`src/sv/hciupp_pkg.sv`:
```
// Shared types and constants for the HCI UART (H4) receive parser.
// Used by hciupp_framer and hci_uart_packet_parser_unit; no dependencies.
`default_nettype none

package hciupp_pkg;

   // H4 packet type indicators.
   localparam logic [7:0] TYPE_EVENT = 8'h04;
   localparam logic [7:0] TYPE_ACL   = 8'h02;

   // Context of the packet being received.
   localparam logic [1:0] KIND_NONE  = 2'd0;
   localparam logic [1:0] KIND_EVENT = 2'd1;
   localparam logic [1:0] KIND_ACL   = 2'd2;

   // Framing phase; encodings not listed here behave as idle.
   typedef enum logic [3:0] {
      PH_IDLE     = 4'd0,
      PH_EV_CODE  = 4'd1,
      PH_EV_LEN   = 4'd2,
      PH_EV_PARAM = 4'd3,
      PH_HDR0     = 4'd4,
      PH_HDR1     = 4'd5,
      PH_HDR2     = 4'd6,
      PH_HDR3     = 4'd7,
      PH_L2LEN0   = 4'd8,
      PH_L2LEN1   = 4'd9,
      PH_CID0     = 4'd10,
      PH_CID1     = 4'd11,
      PH_PAYLOAD  = 4'd12
   } parse_phase_type;

   // Classification of one received byte.
   typedef enum logic [3:0] {
      CLS_IGNORED   = 4'd0,
      CLS_EV_TYPE   = 4'd1,
      CLS_ACL_TYPE  = 4'd2,
      CLS_EV_CODE   = 4'd3,
      CLS_EV_LEN    = 4'd4,
      CLS_EV_PARAM  = 4'd5,
      CLS_ACL_HDR   = 4'd6,
      CLS_L2CAP_LEN = 4'd7,
      CLS_ACL_DATA  = 4'd8
   } byte_class_type;

   // One result item as produced by the framer.
   typedef struct packed {
      logic [7:0]     byte_value;
      byte_class_type byte_class;
      logic [15:0]    item_index;
      logic [7:0]     event_code;
      logic [1:0]     packet_kind;
      logic [15:0]    payload_length;
      logic           packet_end;
   } result_type;

endpackage

`default_nettype wire

```
`src/sv/hci_uart_packet_parser_unit.sv`:
```
// Top level of the HCI UART (H4) receive parser: handshakes and result register.
// Depends on hciupp_pkg and hciupp_framer.
`default_nettype none

// Follows Bluetooth HCI H4 framing on a stream of received UART bytes and
// returns one result item for every byte: the byte, its class (packet type,
// event code or length, ACL header, L2CAP length, parameter or payload byte),
// its index inside the parameters or payload, the packet context and an end
// flag. Bytes of an unknown type seen between packets come back as ignored.
// The framer classifies each byte against the context registers and the
// result lands in the output register on the same edge, so a byte can be
// accepted every cycle unless req_stall is high. The result appears in the
// cycle after acceptance; req_stall is high only while a held result stalls.
module hci_uart_packet_parser_unit
   import hciupp_pkg::*;
(
   input  wire logic        clock,
   input  wire logic        reset,
   input  wire logic        req_valid,
   output logic             req_stall,
   input  wire logic [7:0]  req_rx_byte,
   output logic             rsp_valid,
   input  wire logic        rsp_stall,
   output logic [7:0]       rsp_byte_value,
   output logic [3:0]       rsp_byte_class,
   output logic [15:0]      rsp_item_index,
   output logic [7:0]       rsp_event_code,
   output logic [1:0]       rsp_packet_kind,
   output logic [15:0]      rsp_payload_length,
   output logic             rsp_packet_end
);

   logic       valid_ff;
   result_type result_ff;
   result_type result;
   logic       accept;

   // An item is taken whenever the result register is free or being emptied.
   assign req_stall = valid_ff & rsp_stall;
   assign accept    = req_valid & ~req_stall;

   hciupp_framer u_framer (
      .clock   (clock),
      .reset   (reset),
      .advance (accept),
      .rx_byte (req_rx_byte),
      .result  (result)
   );

   // Result register valid flag.
   always_ff @(posedge clock) begin
      if (reset) begin
         valid_ff <= 1'b0;
      end else if (accept) begin
         valid_ff <= 1'b1;
      end else if (~rsp_stall) begin
         valid_ff <= 1'b0;
      end
   end

   // Result payload.
   always_ff @(posedge clock) begin
      if (accept) begin
         result_ff <= result;
      end
   end

   assign rsp_valid          = valid_ff;
   assign rsp_byte_value     = result_ff.byte_value;
   assign rsp_byte_class     = result_ff.byte_class;
   assign rsp_item_index     = result_ff.item_index;
   assign rsp_event_code     = result_ff.event_code;
   assign rsp_packet_kind    = result_ff.packet_kind;
   assign rsp_payload_length = result_ff.payload_length;
   assign rsp_packet_end     = result_ff.packet_end;

endmodule

`default_nettype wire

```
`src/sv/hciupp_framer.sv`:
```
// H4 framing state machine: holds the packet context and classifies each byte.
// Depends on hciupp_pkg.
`default_nettype none

module hciupp_framer
   import hciupp_pkg::*;
(
   input  wire logic       clock,
   input  wire logic       reset,
   input  wire logic       advance,
   input  wire logic [7:0] rx_byte,
   output result_type      result
);

   parse_phase_type phase_ff, phase_in;
   logic [15:0]     position_ff, position_in;
   logic [15:0]     length_ff, length_in;
   logic [7:0]      event_ff, event_in;
   logic [1:0]      kind_ff, kind_in;

   byte_class_type  byte_class;
   logic            last;
   logic [15:0]     index;
   logic [15:0]     position_next;

   assign position_next = position_ff + 16'd1;

   // Next framing phase.
   always_comb begin
      phase_in = phase_ff;
      case (phase_ff)
         PH_EV_CODE: phase_in = PH_EV_LEN;
         PH_EV_LEN: begin
            phase_in = (rx_byte == 8'd0) ? PH_IDLE : PH_EV_PARAM;
         end
         PH_EV_PARAM, PH_PAYLOAD: begin
            if (position_next == length_ff || length_ff == 16'd0) begin
               phase_in = PH_IDLE;
            end
         end
         PH_HDR0:   phase_in = PH_HDR1;
         PH_HDR1:   phase_in = PH_HDR2;
         PH_HDR2:   phase_in = PH_HDR3;
         PH_HDR3:   phase_in = PH_L2LEN0;
         PH_L2LEN0: phase_in = PH_L2LEN1;
         PH_L2LEN1: phase_in = PH_CID0;
         PH_CID0:   phase_in = PH_CID1;
         PH_CID1: begin
            phase_in = (length_ff == 16'd0) ? PH_IDLE : PH_PAYLOAD;
         end
         default: begin
            if (rx_byte == TYPE_EVENT) begin
               phase_in = PH_EV_CODE;
            end else if (rx_byte == TYPE_ACL) begin
               phase_in = PH_HDR0;
            end else begin
               phase_in = PH_IDLE;
            end
         end
      endcase
   end

   // Classification and context updates; the result shows the context after
   // this byte, and a completing byte then returns the context to reset.
   always_comb begin
      byte_class  = CLS_IGNORED;
      last        = 1'b0;
      index       = 16'd0;
      position_in = position_ff;
      length_in   = length_ff;
      event_in    = event_ff;
      kind_in     = kind_ff;
      case (phase_ff)
         PH_EV_CODE: begin
            byte_class = CLS_EV_CODE;
            event_in   = rx_byte;
         end
         PH_EV_LEN: begin
            byte_class  = CLS_EV_LEN;
            length_in   = {8'd0, rx_byte};
            position_in = 16'd0;
            last        = (rx_byte == 8'd0);
         end
         PH_EV_PARAM, PH_PAYLOAD: begin
            byte_class = (phase_ff == PH_EV_PARAM) ? CLS_EV_PARAM : CLS_ACL_DATA;
            index      = position_ff;
            if (position_next == length_ff || length_ff == 16'd0) begin
               last = 1'b1;
            end else begin
               position_in = position_next;
            end
         end
         PH_HDR0, PH_HDR1, PH_HDR2, PH_HDR3, PH_CID0: begin
            byte_class = CLS_ACL_HDR;
         end
         PH_L2LEN0: begin
            byte_class = CLS_L2CAP_LEN;
            length_in  = {8'd0, rx_byte};
         end
         PH_L2LEN1: begin
            byte_class = CLS_L2CAP_LEN;
            length_in  = length_ff + {rx_byte, 8'd0};
         end
         PH_CID1: begin
            byte_class  = CLS_ACL_HDR;
            position_in = 16'd0;
            last        = (length_ff == 16'd0);
         end
         default: begin
            position_in = 16'd0;
            length_in   = 16'd0;
            event_in    = 8'd0;
            kind_in     = KIND_NONE;
            if (rx_byte == TYPE_EVENT) begin
               byte_class = CLS_EV_TYPE;
               kind_in    = KIND_EVENT;
            end else if (rx_byte == TYPE_ACL) begin
               byte_class = CLS_ACL_TYPE;
               kind_in    = KIND_ACL;
            end
         end
      endcase
   end

   // Result fields for this byte.
   always_comb begin
      result.byte_value     = rx_byte;
      result.byte_class     = byte_class;
      result.item_index     = index;
      result.event_code     = (kind_in == KIND_EVENT) ? event_in : 8'd0;
      result.packet_kind    = kind_in;
      result.payload_length = length_in;
      result.packet_end     = last;
   end

   // Context registers; a completed packet returns them to reset values.
   always_ff @(posedge clock) begin
      if (reset) begin
         phase_ff    <= PH_IDLE;
         position_ff <= 16'd0;
         length_ff   <= 16'd0;
         event_ff    <= 8'd0;
         kind_ff     <= KIND_NONE;
      end else if (advance) begin
         if (last) begin
            phase_ff    <= PH_IDLE;
            position_ff <= 16'd0;
            length_ff   <= 16'd0;
            event_ff    <= 8'd0;
            kind_ff     <= KIND_NONE;
         end else begin
            phase_ff    <= phase_in;
            position_ff <= position_in;
            length_ff   <= length_in;
            event_ff    <= event_in;
            kind_ff     <= kind_in;
         end
      end
   end

endmodule

`default_nettype wire

```
`config.mk`:
```
export PLATFORM = sky130hd
export DESIGN_NAME = hci_uart_packet_parser_unit
export DESIGN_NICKNAME = d
export VERILOG_FILES = /design/src/sv/hciupp_pkg.sv /design/src/sv/hci_uart_packet_parser_unit.sv /design/src/sv/hciupp_framer.sv
export SDC_FILE = /design/constraint.sdc
export NUM_CORES = 1
export LEC_CHECK = 0
export ABC_AREA = 0
export BUFFER_PORTS_ARGS = -buffer_cell sky130_fd_sc_hd__buf_4
export CAP_MARGIN = 15
export CELL_PAD_IN_SITES_DETAIL_PLACEMENT = 2
export CELL_PAD_IN_SITES_GLOBAL_PLACEMENT = 2
export CORE_MARGIN = 5
export CORE_UTILIZATION = 38
export CTS_CLUSTER_DIAMETER = 200
export DETAILED_ROUTE_END_ITERATION = 16
export MAX_ROUTING_LAYER = met4
export PLACE_DENSITY_LB_ADDON = 0.3
export SYNTH_ARGS = -nofsm -noshare
export SYNTH_HDL_FRONTEND = slang
export SYNTH_SLANG_ARGS = --single-unit
```
`constraint.sdc`:
```
create_clock -name clock -period 3.9 [get_ports clock]
set_input_delay 0.195 -clock clock [delete_from_list [all_inputs] [get_ports clock]]
set_output_delay 0.195 -clock clock [all_outputs]
set_load 0.02 [all_outputs]
```
Word level (Yosys, flattened, before mapping)
Index checks and enable logic that the tools add are counted.

word-level totals
  flip-flop bits (word level) = 102
  input port bits = 12
  word-level logic and storage cells = 77

operators by class
  reductions and logical operators = 13
  muxes and demuxes = 26
  add/sub/neg operators = 2
  eq/ne operators = 20
  bitwise logic cells = 3

operator list
  operator                                                               number
  16-bit two-way mux                                                     3
  16-bit one-hot mux with 3 select lines                                 1
  4-bit one-hot mux with 11 select lines                                 1
  16-bit one-hot mux with 2 select lines                                 1
  4-bit two-way mux                                                      6
  4-bit equality test, second input constant                             5
  4-bit one-hot mux with 5 select lines                                  1
  16-bit by 1-bit adder with 16-bit output, second input constant        1
  16-bit adder                                                           1
  16-bit equality test                                                   1
  4-bit by 3-bit equality test with 1-bit output, second input constant  4
  16-bit logical NOT                                                     1
  8-bit one-hot mux with 2 select lines                                  1
  2-bit two-way mux                                                      6
  12-bit OR reduction                                                    1
  11-bit OR reduction                                                    1
  9-bit OR reduction                                                     1
  4-bit by 2-bit equality test with 1-bit output, second input constant  2
  8-bit by 2-bit equality test with 1-bit output, second input constant  1
  8-bit by 3-bit equality test with 1-bit output, second input constant  1
  8-bit logical NOT                                                      1
  8-bit two-way mux                                                      1
  8-bit OR reduction                                                     1
  2-bit OR reduction                                                     3
  14 further kinds                                                       18

Longest topological paths before layout
Gate-level depths: netlist of the first run.

  depth after elaboration = 7
  gate-level depth with buffers = 11
  mapped depth without buffers = 10

By module
Synthesis of the first run repeated with hierarchy kept, for this count alone.

unflattened totals
  cells, all modules = 511
  area total of the unflattened synthesis = 5342.6 um^2

modules (own cells, without submodules)
  module                       sequential area each (um^2)  area each (um^2)  instances  cells each
  hciupp_framer                920.9                        3644.7            1          451
  hci_uart_packet_parser_unit  1671.6                       1697.9            1          60

Worst setup path before layout of the first run
No wires, ideal clock.

  path kind = flip-flop to flip-flop
  from = register u_framer.position_ff[0]
  to = register u_framer.position_ff[8]
  arrival = 2672 ps
  path buffers = 1
  cell stages (with the launch flop) = 11
  library setup time = 120 ps
  path slack = 1108 ps
  cell sequence = dfxtp_1 -> ha_1 -> nand3_1 -> or4_1 -> xnor2_1 -> nor3_1 -> nand4_4 -> and3_4 -> buf_6 -> and3_1 -> a211o_1

between the ends
  longest elaborated chain between the ends = 7
  elaborated cells between the ends (all ways) = 11

RTL lines
  element                                                                                                                                line                  RTL
  start: declaration                                                                                                                     hciupp_framer.sv:16   logic [15:0] position_ff, position_in;
  start signal: assignment                                                                                                               hciupp_framer.sv:153  position_ff <= position_in;
  16-bit by 1-bit adder with 16-bit output *                                                                                             hciupp_framer.sv:26   assign position_next = position_ff + 16'd1;
  16-bit equality test                                                                                                                   hciupp_framer.sv:87   if (position_next == length_ff || length_ff == 16'd0) begin
  1-bit logical OR                                                                                                                       hciupp_framer.sv:87
  1-bit two-way mux                                                                                                                      hciupp_framer.sv:87
  1-bit one-hot mux with 3 select lines                                                                                                  hciupp_framer.sv:73   case (phase_ff)
  3-bit by 2-bit inequality test with 1-bit output (no line) / 2-bit by 1-bit inequality test with 1-bit output (equally long branches)  -
  3-bit AND reduction (no line)                                                                                                          -

Mark *: on every way between the ends. The rest lies on a longest branch, timed or not. The select of a mux whose other input is x is not followed.
A chain may end at the register's enable or synchronous reset.

Final worst setup path of the first run
  from = register u_framer.position_ff[4]
  to = register u_framer.length_ff[1]

between the ends
  longest elaborated chain between the ends = 6

RTL lines
  element                                   line                  RTL
  16-bit by 1-bit adder with 16-bit output  hciupp_framer.sv:26
  16-bit equality test                      hciupp_framer.sv:87
  1-bit logical OR                          hciupp_framer.sv:87
  1-bit two-way mux                         hciupp_framer.sv:87
  1-bit one-hot mux with 3 select lines     hciupp_framer.sv:73
  16-bit two-way mux                        hciupp_framer.sv:145  if (last) begin
  end signal: assignment                    hciupp_framer.sv:154  length_ff <= length_in;
  end: declaration                          hciupp_framer.sv:17   logic [15:0] length_ff, length_in;

Every way passes these cells.

==> flow_summary_export.csv, run 1 <==
group,metric,value,unit
job,maxCapViolations,0,
synth,synth_top_family_by_area,"simple AND/OR/NAND/NOR gates",
run_status,outcome,"completed",
synth,ys_seq_area_share,48.9,%
power_and_ir_drop,p_leak,2.52,nW
synth,syn_nets,522,
grt,antenna_found_initial,0,
synth,synth_xor_xnor_area_share,4.79,%
sta,period_minus_slack,3.41,ns
clock_network,tritoncts,"done",
sta,hold_ws,0.0629,ns
floorplan,start_util,38.5,%
worst_setup_path,worstSetupStartpoint,"u_framer.position_ff[4]",
power_and_ir_drop,switching_share,23.6,%
place,port_buffers,68,
layout,final_nets,570,
clock_network,cts.sinks,102,
power_and_ir_drop,power,2.26,mW
min_path,hp-start,"req_valid",
sta,finalSetupViolCount,0,
power_and_ir_drop,combPwrFrac,7.1,%
layout,insertedDiodeCount,0,
synth,avgSynthCellArea,10.7,sq um
clock_network,cts_root_buffer,"clkbuf_16",
grt,grt_pass1_vias,4729,
sta,rsz0062_at_grt,"false",
synth,post_synth_fa_ha_maj_area_fraction,3.21,%
sta,relSlewSlack,26.4,%
worst_setup_path,critPathLaunchType,"flop",
power_and_ir_drop,net-switching-power,0.533,mW
place,dp_slack,0.536,ns
sta,skew,0.00914,ns
floorplan,fp.coreArea,0.0138,sq mm
route,first_iter_violations,249,
sta,fmax,293,MHz
floorplan,die_w,128,um
route,wl,16.5,mm
clock_network,htree_levels,3,
synth,synth-main-ff-cell,"edfxtp_1",
synth,synth_cell_types,59,
place,globalplace.congestion,0.860,
worst_setup_path,cp.arrival,3.66,ns
floorplan,io_pins,69,
route,wl_per_cell,22.7,um
worst_setup_path,crit_path_max_fanout,26,
sta,worst_slew_pin_slew,1.10,ns
route,drt-vias-per-instance,5.94,
sta,hold_viol_final,0,
layout,layout_common_cells,"72 x buf_4, 55 x edfxtp_1, 47 x dfxtp_1",
clock_network,clkTransAtPathRegs,0.07,ns
grt,grt_use_met3,2.96,%
synth,muxShareOfSynthArea,0.638,%
synth,yosys_warnings,0,
layout,drive_gt1_share,18.2,%
grt,grt_overflow_total,0,
synth,synth_compound_area_share,18.8,%
synth,netlist_area,0.00530,sq mm
synth,synth-edff-count,55,
synth,synth_seq_cells,102,
floorplan,dieArea,0.0164,sq mm
min_path,hp-class,"primary input to flop",
route,ant_nets,0,
clock_network,cts-resized-gates,0,
layout,n_fill_cell,1449,
place,place_hpwl,11.8,mm
power_and_ir_drop,irDropWorstVdd,192,uV
floorplan,die_h,128,um
grt,met1_usage,24.9,%
worst_setup_path,crit_required,4.15,ns
place,postPlaceCellArea,0.00588,sq mm
sta,fin_tns_setup,0,ns
layout,multi_input_area,0.00249,sq mm
clock_network,postCtsHoldBufs,0,
synth,synthCells,497,
grt,grt_max_degree,32,
layout,regArea,0.00259,sq mm
worst_setup_path,cp-end-kind,"flop",
floorplan,num_rows,43,
grt,grt_use_total,21.2,%
layout,final_common_cell,"buf_4",
synth,async_reset_ff_share,0,%
worst_setup_path,critPathKind,"flop to flop",
clock_network,clk_latency,0.36,ns
sta,finalCritPeriodShare,87.4,%
sta,setup_slack,0.492,ns
grt,grt.busiest_layer,"met2",
sta,drv_slew,0,
clock_network,max-clock-path-buffers,2,
route,drc,0,
worst_setup_path,reg2reg_from,"u_framer.position_ff[4]",
grt,grt_pass1_wl,26.1,mm
power_and_ir_drop,clkPwrFrac,41.3,%
route,vias,4338,
layout,area_growth,16.9,%
power_and_ir_drop,p_per_area,365,mW/mm^2
clock_network,numCtsBuffers,9,
power_and_ir_drop,p_int,1.73,mW
power_and_ir_drop,pwr-share-seq,51.6,%
clock_network,postCtsSetupBuffers,0,
grt,gr-usage-met2,37.4,%
synth,yosys.area_share.simple,19.6,%
layout,final_cell_area,0.00619,sq mm
route,first_pass_iters,4,
==> synth_stat cells, types with 2 or more instances <==
cell / n / area, sq um
and2_1: 18 / 113
buf_2: 11 / 55.1
o31ai_1: 2 / 15.0
inv_1: 9 / 33.8
and3b_1: 3 / 26.3
nor4_1: 6 / 37.5
buf_6: 3 / 33.8
or4_1: 2 / 15.0
a41o_1: 9 / 90.1
a211o_1: 13 / 114
nand2_1: 33 / 124
or3_1: 4 / 25.0
mux2_2: 3 / 33.8
ha_1: 12 / 150
a22o_1: 15 / 131
nand2b_1: 6 / 37.5
nor4bb_1: 2 / 20.0
nand3_1: 18 / 90.1
xnor2_1: 20 / 175
nor2b_1: 5 / 31.3
o21ai_0: 13 / 65.1
nand4_1: 9 / 56.3
o2111ai_1: 3 / 26.3
a21o_1: 3 / 22.5
and3_1: 20 / 125
nor2_1: 25 / 93.8
dfxtp_1: 47 / 941
a32o_1: 27 / 270
clkbuf_1: 18 / 67.6
nor3_1: 15 / 75.1
buf_4: 3 / 22.5
a21oi_1: 15 / 75.1
nor3b_1: 5 / 37.5
and4_1: 5 / 43.8
nand3b_1: 2 / 15.0
edfxtp_1: 55 / 1650
xor2_1: 9 / 78.8
a22oi_1: 8 / 60.1
==> registers in the layout, summed over array words and instances, names as in the netlist <==
name / count
rsp_byte_class: 4
rsp_byte_value: 8
rsp_event_code: 8
rsp_item_index: 16
rsp_packet_end: 1
rsp_packet_kind: 2
rsp_payload_length: 16
rsp_valid: 1
u_framer.event_ff: 8
u_framer.kind_ff: 2
u_framer.length_ff: 16
u_framer.phase_ff: 4
u_framer.position_ff: 16
==> worst max-delay path: stages (launching register included) <==
cell and delay [ns]:
dfxtp_1 0.62, nand4_1 0.33, or4_1 0.63, xnor2_1 0.18
nor3_1 0.33, nand4_4 0.17, a22o_1 0.58, a32o_1 0.45
==> logic make-up (layout without fill, tap and decap cells) <==
kind of cell / count (synthesis) / in the layout
buffers and inverters: 45 / 98
multiplexers: 3 / 3
AO/OA/AOI/OAI: 121 / 121
XOR/XNOR: 29 / 29
adder cells (fa/ha/maj): 13 / 13
flip-flops: 102 / 102
AND/OR/NAND/NOR: 184 / 184
==> layer usage <==
metal	routed length [um]	part of all wire [%]
met1	7060	43
met2	8720	53
met3	492	3.0
met4	263	1.6
met5	0	0
==> final timing paths <==
kind                            to  slack, ns  cells after the start
min                      rsp_valid       0.06                      3
max          u_framer.length_ff[1]       0.49                      7
max reg2reg  u_framer.length_ff[1]       0.49                      7
min reg2reg    u_framer.kind_ff[0]       0.47                      1
==> metrics by stage <==
step / std cells / util [%]
final: 730 / 45.0
after global placement: 713 / 42.7
after floorplan: 497 / -
after global routing: 730 / 45.0
after detailed placement: 713 / 42.7
after CTS: 729 / 44.9
==> area by class of cell <==
class	instances	area share [%]
Timing Repair Buffer	73	8.91
Clock buffer	11	3.92
Inverter	9	0.545
Multi-Input combinational cell	350	40.2
Sequential cell	102	41.9
Clock inverter	5	0.949
Tap cell	180	3.64
==> power by group through the flow <==
stage                     clock (mW)  sequential, mW  combinational [mW]
after global placement             0            1.19               0.156
after global routing            1.00            1.17               0.170
after detailed placement           0            1.19               0.161
after CTS                      0.949            1.17               0.162
after floorplan                    0            1.23              0.0401
final                          0.933            1.17               0.160
Power figures use the tool's default switching activity.
==> run 2: changes to the inputs <==
ABC_AREA = 1   (was 0)
BUFFER_PORTS_ARGS = -buffer_cell sky130_fd_sc_hd__buf_2   (was -buffer_cell sky130_fd_sc_hd__buf_4)
CORE_UTILIZATION = 34   (was 38)
==> run 2 against run 1 <==
- via count rose by 17%
- utilization down 5.5 points
- final area is 0.22% higher
- combinational power grew 110%
- worst setup slack improved by 0.24 ns
- count of clock-buffer cells in the layout shrank 2
- routed wire length rose by 14%
- synthesized cell count grew 41%
- hold slack improved by 0.012 ns
- sequential share of layout area decreased by 0.093 points
- critical endpoint is now rsp_event_code[7]
==> flow_summary_export.csv, run 2 <==
group,metric,value,unit
clock_network,clkTransAtPathRegs,0.08,ns
sta,relSlewSlack,38.5,%
route,drt-vias-per-instance,5.13,
synth,async_reset_ff_share,0,%
worst_setup_path,slowest_delay,0.42,ns
layout,final_common_cell,"nand2_1",
route,drc,0,
power_and_ir_drop,combPwrFrac,14.0,%
floorplan,dieArea,0.0184,sq mm
floorplan,io_pins,69,
clock_network,postCtsHoldBufs,0,
floorplan,die_h,136,um
power_and_ir_drop,p_int,1.73,mW
clock_network,clk_latency,0.37,ns
worst_setup_path,crit_path_max_fanout,13,
sta,rsz0062_at_grt,"false",
synth,syn_nets,724,
sta,fin_tns_setup,0,ns
clock_network,cts-resized-gates,0,
worst_setup_path,critPathLaunchType,"flop",
sta,hold_viol_final,0,
route,first_pass_iters,4,
grt,antenna_found_initial,0,
synth,avgSynthCellArea,7.68,sq um
synth,synthCells,699,
power_and_ir_drop,pwr-share-seq,49.3,%
synth,synth_seq_cells,102,
synth,synthTopCellsByArea,"edfxtp_1 31%, dfxtp_1 18%, nand2_1 14%, nor2_1 6.5%, inv_1 6.0%",
place,globalplace.congestion,0.860,
worst_setup_path,critPathKind,"flop to flop",
worst_setup_path,cp_common_cell,"nor2_1",
synth,synth_cell_types,40,
route,wl,18.8,mm
worst_setup_path,cp-end-kind,"flop",
worst_setup_path,crit_required,4.01,ns
sta,setup_slack,0.727,ns
synth,synth-main-ff-cell,"edfxtp_1",
grt,grt_use_total,21.9,%
layout,layout_common_cells,"195 x nand2_1, 93 x nor2_1, 86 x inv_1",
route,vias,5063,
layout,insertedDiodeCount,0,
min_path,hp-class,"primary input to flop",
grt,grt_overflow_total,0,
clock_network,postCtsSetupBuffers,0,
place,port_buffers,68,
sta,worst_slew_pin_slew,0.918,ns
synth,ys_seq_area_share,48.3,%
sta,finalCritPeriodShare,81.3,%
power_and_ir_drop,clkPwrFrac,36.7,%
route,ant_nets,0,
sta,skew,0.00979,ns
floorplan,start_util,34.2,%
place,place_hpwl,14.4,mm
power_and_ir_drop,irDropWorstVdd,198,uV
synth,yosys-top-cells-count,"195 x nand2_1, 93 x nor2_1, 86 x inv_1, 55 x edfxtp_1, 54 x nand3_1",
worst_setup_path,path_cells,"inv_1, ha_1, inv_1, nor2_1, inv_1, nand2_1, nor2_1, nand2_1, nor2_1, mux2_2, nand2_1, nor2_1",
clock_network,cts.sinks,102,
power_and_ir_drop,switching_share,30.0,%
clock_network,max-clock-path-buffers,2,
grt,grt_pass1_vias,5598,
worst_setup_path,worst_path_max_delay_cell,"nand2_1",
sta,finalSetupViolCount,0,
sta,fmax,315,MHz
place,dp_slack,0.739,ns
clock_network,numCtsBuffers,9,
worst_setup_path,cp.arrival,3.29,ns
layout,drive_gt1_share,14.2,%
synth,synth_top_area_share,30.8,%
grt,grt_max_degree,47,
layout,area_growth,15.6,%
synth,yosysMostFrequentCell,"nand2_1",
clock_network,cts_root_buffer,"clkbuf_16",
route,wl_per_cell,19.1,um
grt,grt_pass1_wl,30.3,mm
floorplan,num_rows,46,
floorplan,die_w,136,um
power_and_ir_drop,p_per_area,397,mW/mm^2
sta,drv_slew,0,
synth,yosys_warnings,0,
layout,n_fill_cell,1844,
job,maxCapViolations,0,
power_and_ir_drop,p_leak,2.64,nW
floorplan,fp.coreArea,0.0157,sq mm
layout,final_nets,790,
synth,synth-edff-count,55,
clock_network,tritoncts,"done",
synth,synth_top_area_cell,"edfxtp_1",
route,first_iter_violations,244,
power_and_ir_drop,net-switching-power,0.740,mW
clock_network,htree_levels,3,
run_status,outcome,"completed",
synth,netlist_area,0.00537,sq mm
sta,period_minus_slack,3.17,ns
run 2: worst paths after layout:
path / start / end / slack (ns) / cells past startpoint
max: u_framer.phase_ff[2] / rsp_event_code[7] / 0.73 / 12
min: req_rx_byte[0] / rsp_byte_value[0] / 0.08 / 1
max reg2reg: u_framer.phase_ff[2] / rsp_event_code[7] / 0.73 / 12
min reg2reg: u_framer.kind_ff[0] / u_framer.kind_ff[0] / 0.48 / 2
run 2: layer usage:
layer	GRT usage (%)	up-vias	wire length, um
met2	39.2	74	9860
met4	7.39	0	426
met3	2.30	22	457
met5	-	-	0
li1	-	2426	-
met1	25.6	2541	8100
run 2: layout make-up:
type / instances / area, sq um / area share [%]
well taps: 216 / 270 / 4.35
clock inverters: 7 / 63.8 / 1.03
multi-input cells: 488 / 2340 / 37.7
repair buffers: 72 / 370 / 5.97
inverters: 92 / 347 / 5.58
clock buffers: 9 / 225 / 3.63
flip-flops and latches: 102 / 2590 / 41.8
run 2: logic make-up after synthesis:
family	synth area share (%)
AO/OA/AOI/OAI	9.23
XOR/XNOR	0.489
adder cells (fa/ha/maj)	3.17
buffers and inverters	8.25
flip-flops	48.3
multiplexers	0.210
AND/OR/NAND/NOR	30.4
run 2: worst max-delay path: cells and delay by family, from the launching register on:
kind / cells / cell delay [ns]
simple gates: 7 / 1.67
mux: 1 / 0.39
flops: 1 / 0.37
buf+inv: 3 / 0.26
fa+ha+maj: 1 / 0.23
run 2: power groups by stage:
stage	combinational, mW	sequential (mW)	clock (mW)
floorplan	0.186	1.28	0
global route	0.380	1.22	0.981
CTS	0.350	1.22	0.933
global placement	0.333	1.24	0
detailed placement	0.347	1.24	0
finish	0.344	1.22	0.905
run 2: metrics by stage:
stage	hold slack, ns	util, %	power (mW)	instance area, sq um	cells
finish	0.0750	39.5	2.47	6210	986
global route	0.0857	39.5	2.58	6210	986
CTS	0.0740	39.5	2.50	6210	986
detailed placement	0.453	37.7	1.59	5920	970
global placement	0.448	37.7	1.57	5920	970
floorplan	0.294	-	1.46	5370	699
==> run 3: changes to the inputs <==
ABC_AREA = 0   (was 1)
CORE_UTILIZATION = 38   (was 34)
clock period = 3.1 ns   (was 3.9 ns; I/O delays follow)
==> run 3 against run 2 <==
- cell count shrank 25%
- total power grew 21%
- highest routed layer unchanged
- critical path depth shrank 4
- sequential power grew 20%
- clock skew grew 0.0010 ns
- die area shrank 11%
- utilization grew 5.4 points
- combinational power shrank 48%
- largest power group unchanged
==> flow_summary_export.csv, run 3 (synthesis results as in run 1) <==
group,metric,value,unit
clock_network,tritoncts,"done",
worst_setup_path,crit_required,3.32,ns
sta,fmax,343,MHz
route,wl,16.4,mm
route,drc,0,
route,wl_per_cell,22.0,um
layout,area_growth,16.7,%
sta,hold_viol_final,0,
clock_network,clkTransAtPathRegs,0.07,ns
power_and_ir_drop,irDropWorstVdd,203,uV
job,maxCapViolations,0,
floorplan,die_w,128,um
clock_network,cts.sinks,102,
sta,period_minus_slack,2.92,ns
worst_setup_path,worst_path_max_delay_cell,"or4_1",
place,globalplace.congestion,0.918,
worst_setup_path,cp.arrival,3.14,ns
floorplan,start_util,38.5,%
worst_setup_path,critPathKind,"flop to flop",
layout,final_common_cell,"buf_2",
grt,grt_pass1_vias,4815,
grt,antenna_found_initial,0,
layout,layout.cells.non_filler,744,
worst_setup_path,crit_buf_inv,0,
sta,fin_tns_setup,0,ns
place,port_buffers,68,
layout,final_nets,584,
layout,drive_gt1_share,21.1,%
route,first_pass_iters,4,
worst_setup_path,cp_common_cell,"or4_1",
route,first_iter_violations,290,
floorplan,io_pins,69,
place,dp_slack,0.0805,ns
clock_network,cts_root_buffer,"clkbuf_16",
sta,relSlewSlack,48.2,%
clock_network,numCtsBuffers,9,
clock_network,htree_levels,3,
floorplan,die_h,128,um
worst_setup_path,path_cells,"nand4_1, or4_1, xnor2_1, or4_1, a21oi_1, nor4bb_2, o21ai_0, nand2_1",
floorplan,fp.coreArea,0.0138,sq mm
worst_setup_path,slowest_delay,0.63,ns
floorplan,num_rows,43,
worst_setup_path,path_delay_family,"simple AND/OR/NAND/NOR gates",
grt,grt_pass1_wl,26.4,mm
sta,drv_slew,0,
clock_network,max-clock-path-buffers,2,
route,vias,4392,
sta,finalSetupViolCount,0,
min_path,hp-class,"primary input to flop",
grt,grt_use_total,21.2,%
worst_setup_path,critPathLaunchType,"flop",
worst_setup_path,cp-end-kind,"flop",
clock_network,postCtsSetupBuffers,0,
sta,finalCritPeriodShare,94.1,%
worst_setup_path,crit_path_max_fanout,8,
sta,setup_slack,0.183,ns
run_status,outcome,"completed",
sta,hold_ws,0.0405,ns
power_and_ir_drop,p_per_area,482,mW/mm^2
floorplan,dieArea,0.0164,sq mm
layout,insertedDiodeCount,0,
place,placed_cells,727,
sta,worst_slew_pin_slew,0.777,ns
place,place_hpwl,12.0,mm
route,drt-vias-per-instance,5.90,
layout,layout_common_cells,"68 x buf_2, 55 x edfxtp_1, 46 x dfxtp_1",
grt,grt_overflow_total,0,
worst_setup_path,r2r_slack,0.18,ns
power_and_ir_drop,p_leak,2.56,nW
grt,grt_max_degree,33,
sta,skew,0.0108,ns
route,ant_nets,0,
clock_network,clk_latency,0.36,ns
-- run 3: cell types whose count changed in the layout (fill, tap and decap cells not counted), moves of 11 or more --
cell / change
nand2_1: -162
inv_1: -78
nor2_1: -68
nand3_1: -36
a21oi_1: -33
a32o_1: +27
and3_1: +20
xnor2_1: +18
and2_1: +17
a22o_1: +15
buf_4: +15
a211o_1: +13
o22ai_1: -11
-- run 3: layout make-up --
cell class | count | area (sq um)
Timing Repair Buffer | 87 | 483
Fill cell | 1483 | 7590
Clock buffer | 9 | 225
Inverter | 9 | 33.8
Multi-Input combinational cell | 350 | 2500
Clock inverter | 7 | 120
Sequential cell | 102 | 2590
Tap cell | 180 | 225
-- run 3: metal layers --
metal  track usage [%]  part of all wire, %  vias up
met5                 -                    0        -
met3              2.96                  3.2       24
met1              25.5                   43     2244
met2              36.5                   52       89
li1                  -                    -     2035
met4              7.74                  2.4        0
-- run 3: worst reg2reg max path, stage by stage, from the launching register on --
cell,delay (ns)
dfxtp_1,0.50
nand4_1,0.23
or4_1,0.63
xnor2_1,0.20
or4_1,0.53
a21oi_1,0.12
nor4bb_2,0.35
o21ai_0,0.13
nand2_1,0.10
-- run 3: final timing paths --
kind | start | endpoint | cells past startpoint
setup / recovery | u_framer.position_ff[10] | rsp_packet_end | 8
hold / removal | req_valid | rsp_valid | 3
setup reg to reg | u_framer.position_ff[10] | rsp_packet_end | 8
hold reg to reg | u_framer.kind_ff[0] | u_framer.kind_ff[0] | 1
-- run 3: power by group --
group          internal [mW]  switching (mW)
Clock                  0.794           0.544
Sequential              1.46         0.00916
Combinational         0.0463           0.132
-- run 3: stage by stage --
step                      util [%]  area [sq um]  power, mW
final                         44.9          6180       2.98
after global routing          44.9          6180       3.09
after CTS                     44.7          6160       3.01
after detailed placement      42.2          5820       1.68
after global placement        42.2          5820       1.67
after floorplan                  -          5300       1.60
-- run 3: timing repair --
| action | CTS | global route |
|---|---|---|
| setup endpoints to repair | 0 | 16 |
| hold endpoints to repair | 0 | 0 |
| hold buffers | 0 | 0 |
| resized for setup | 0 | 4 |
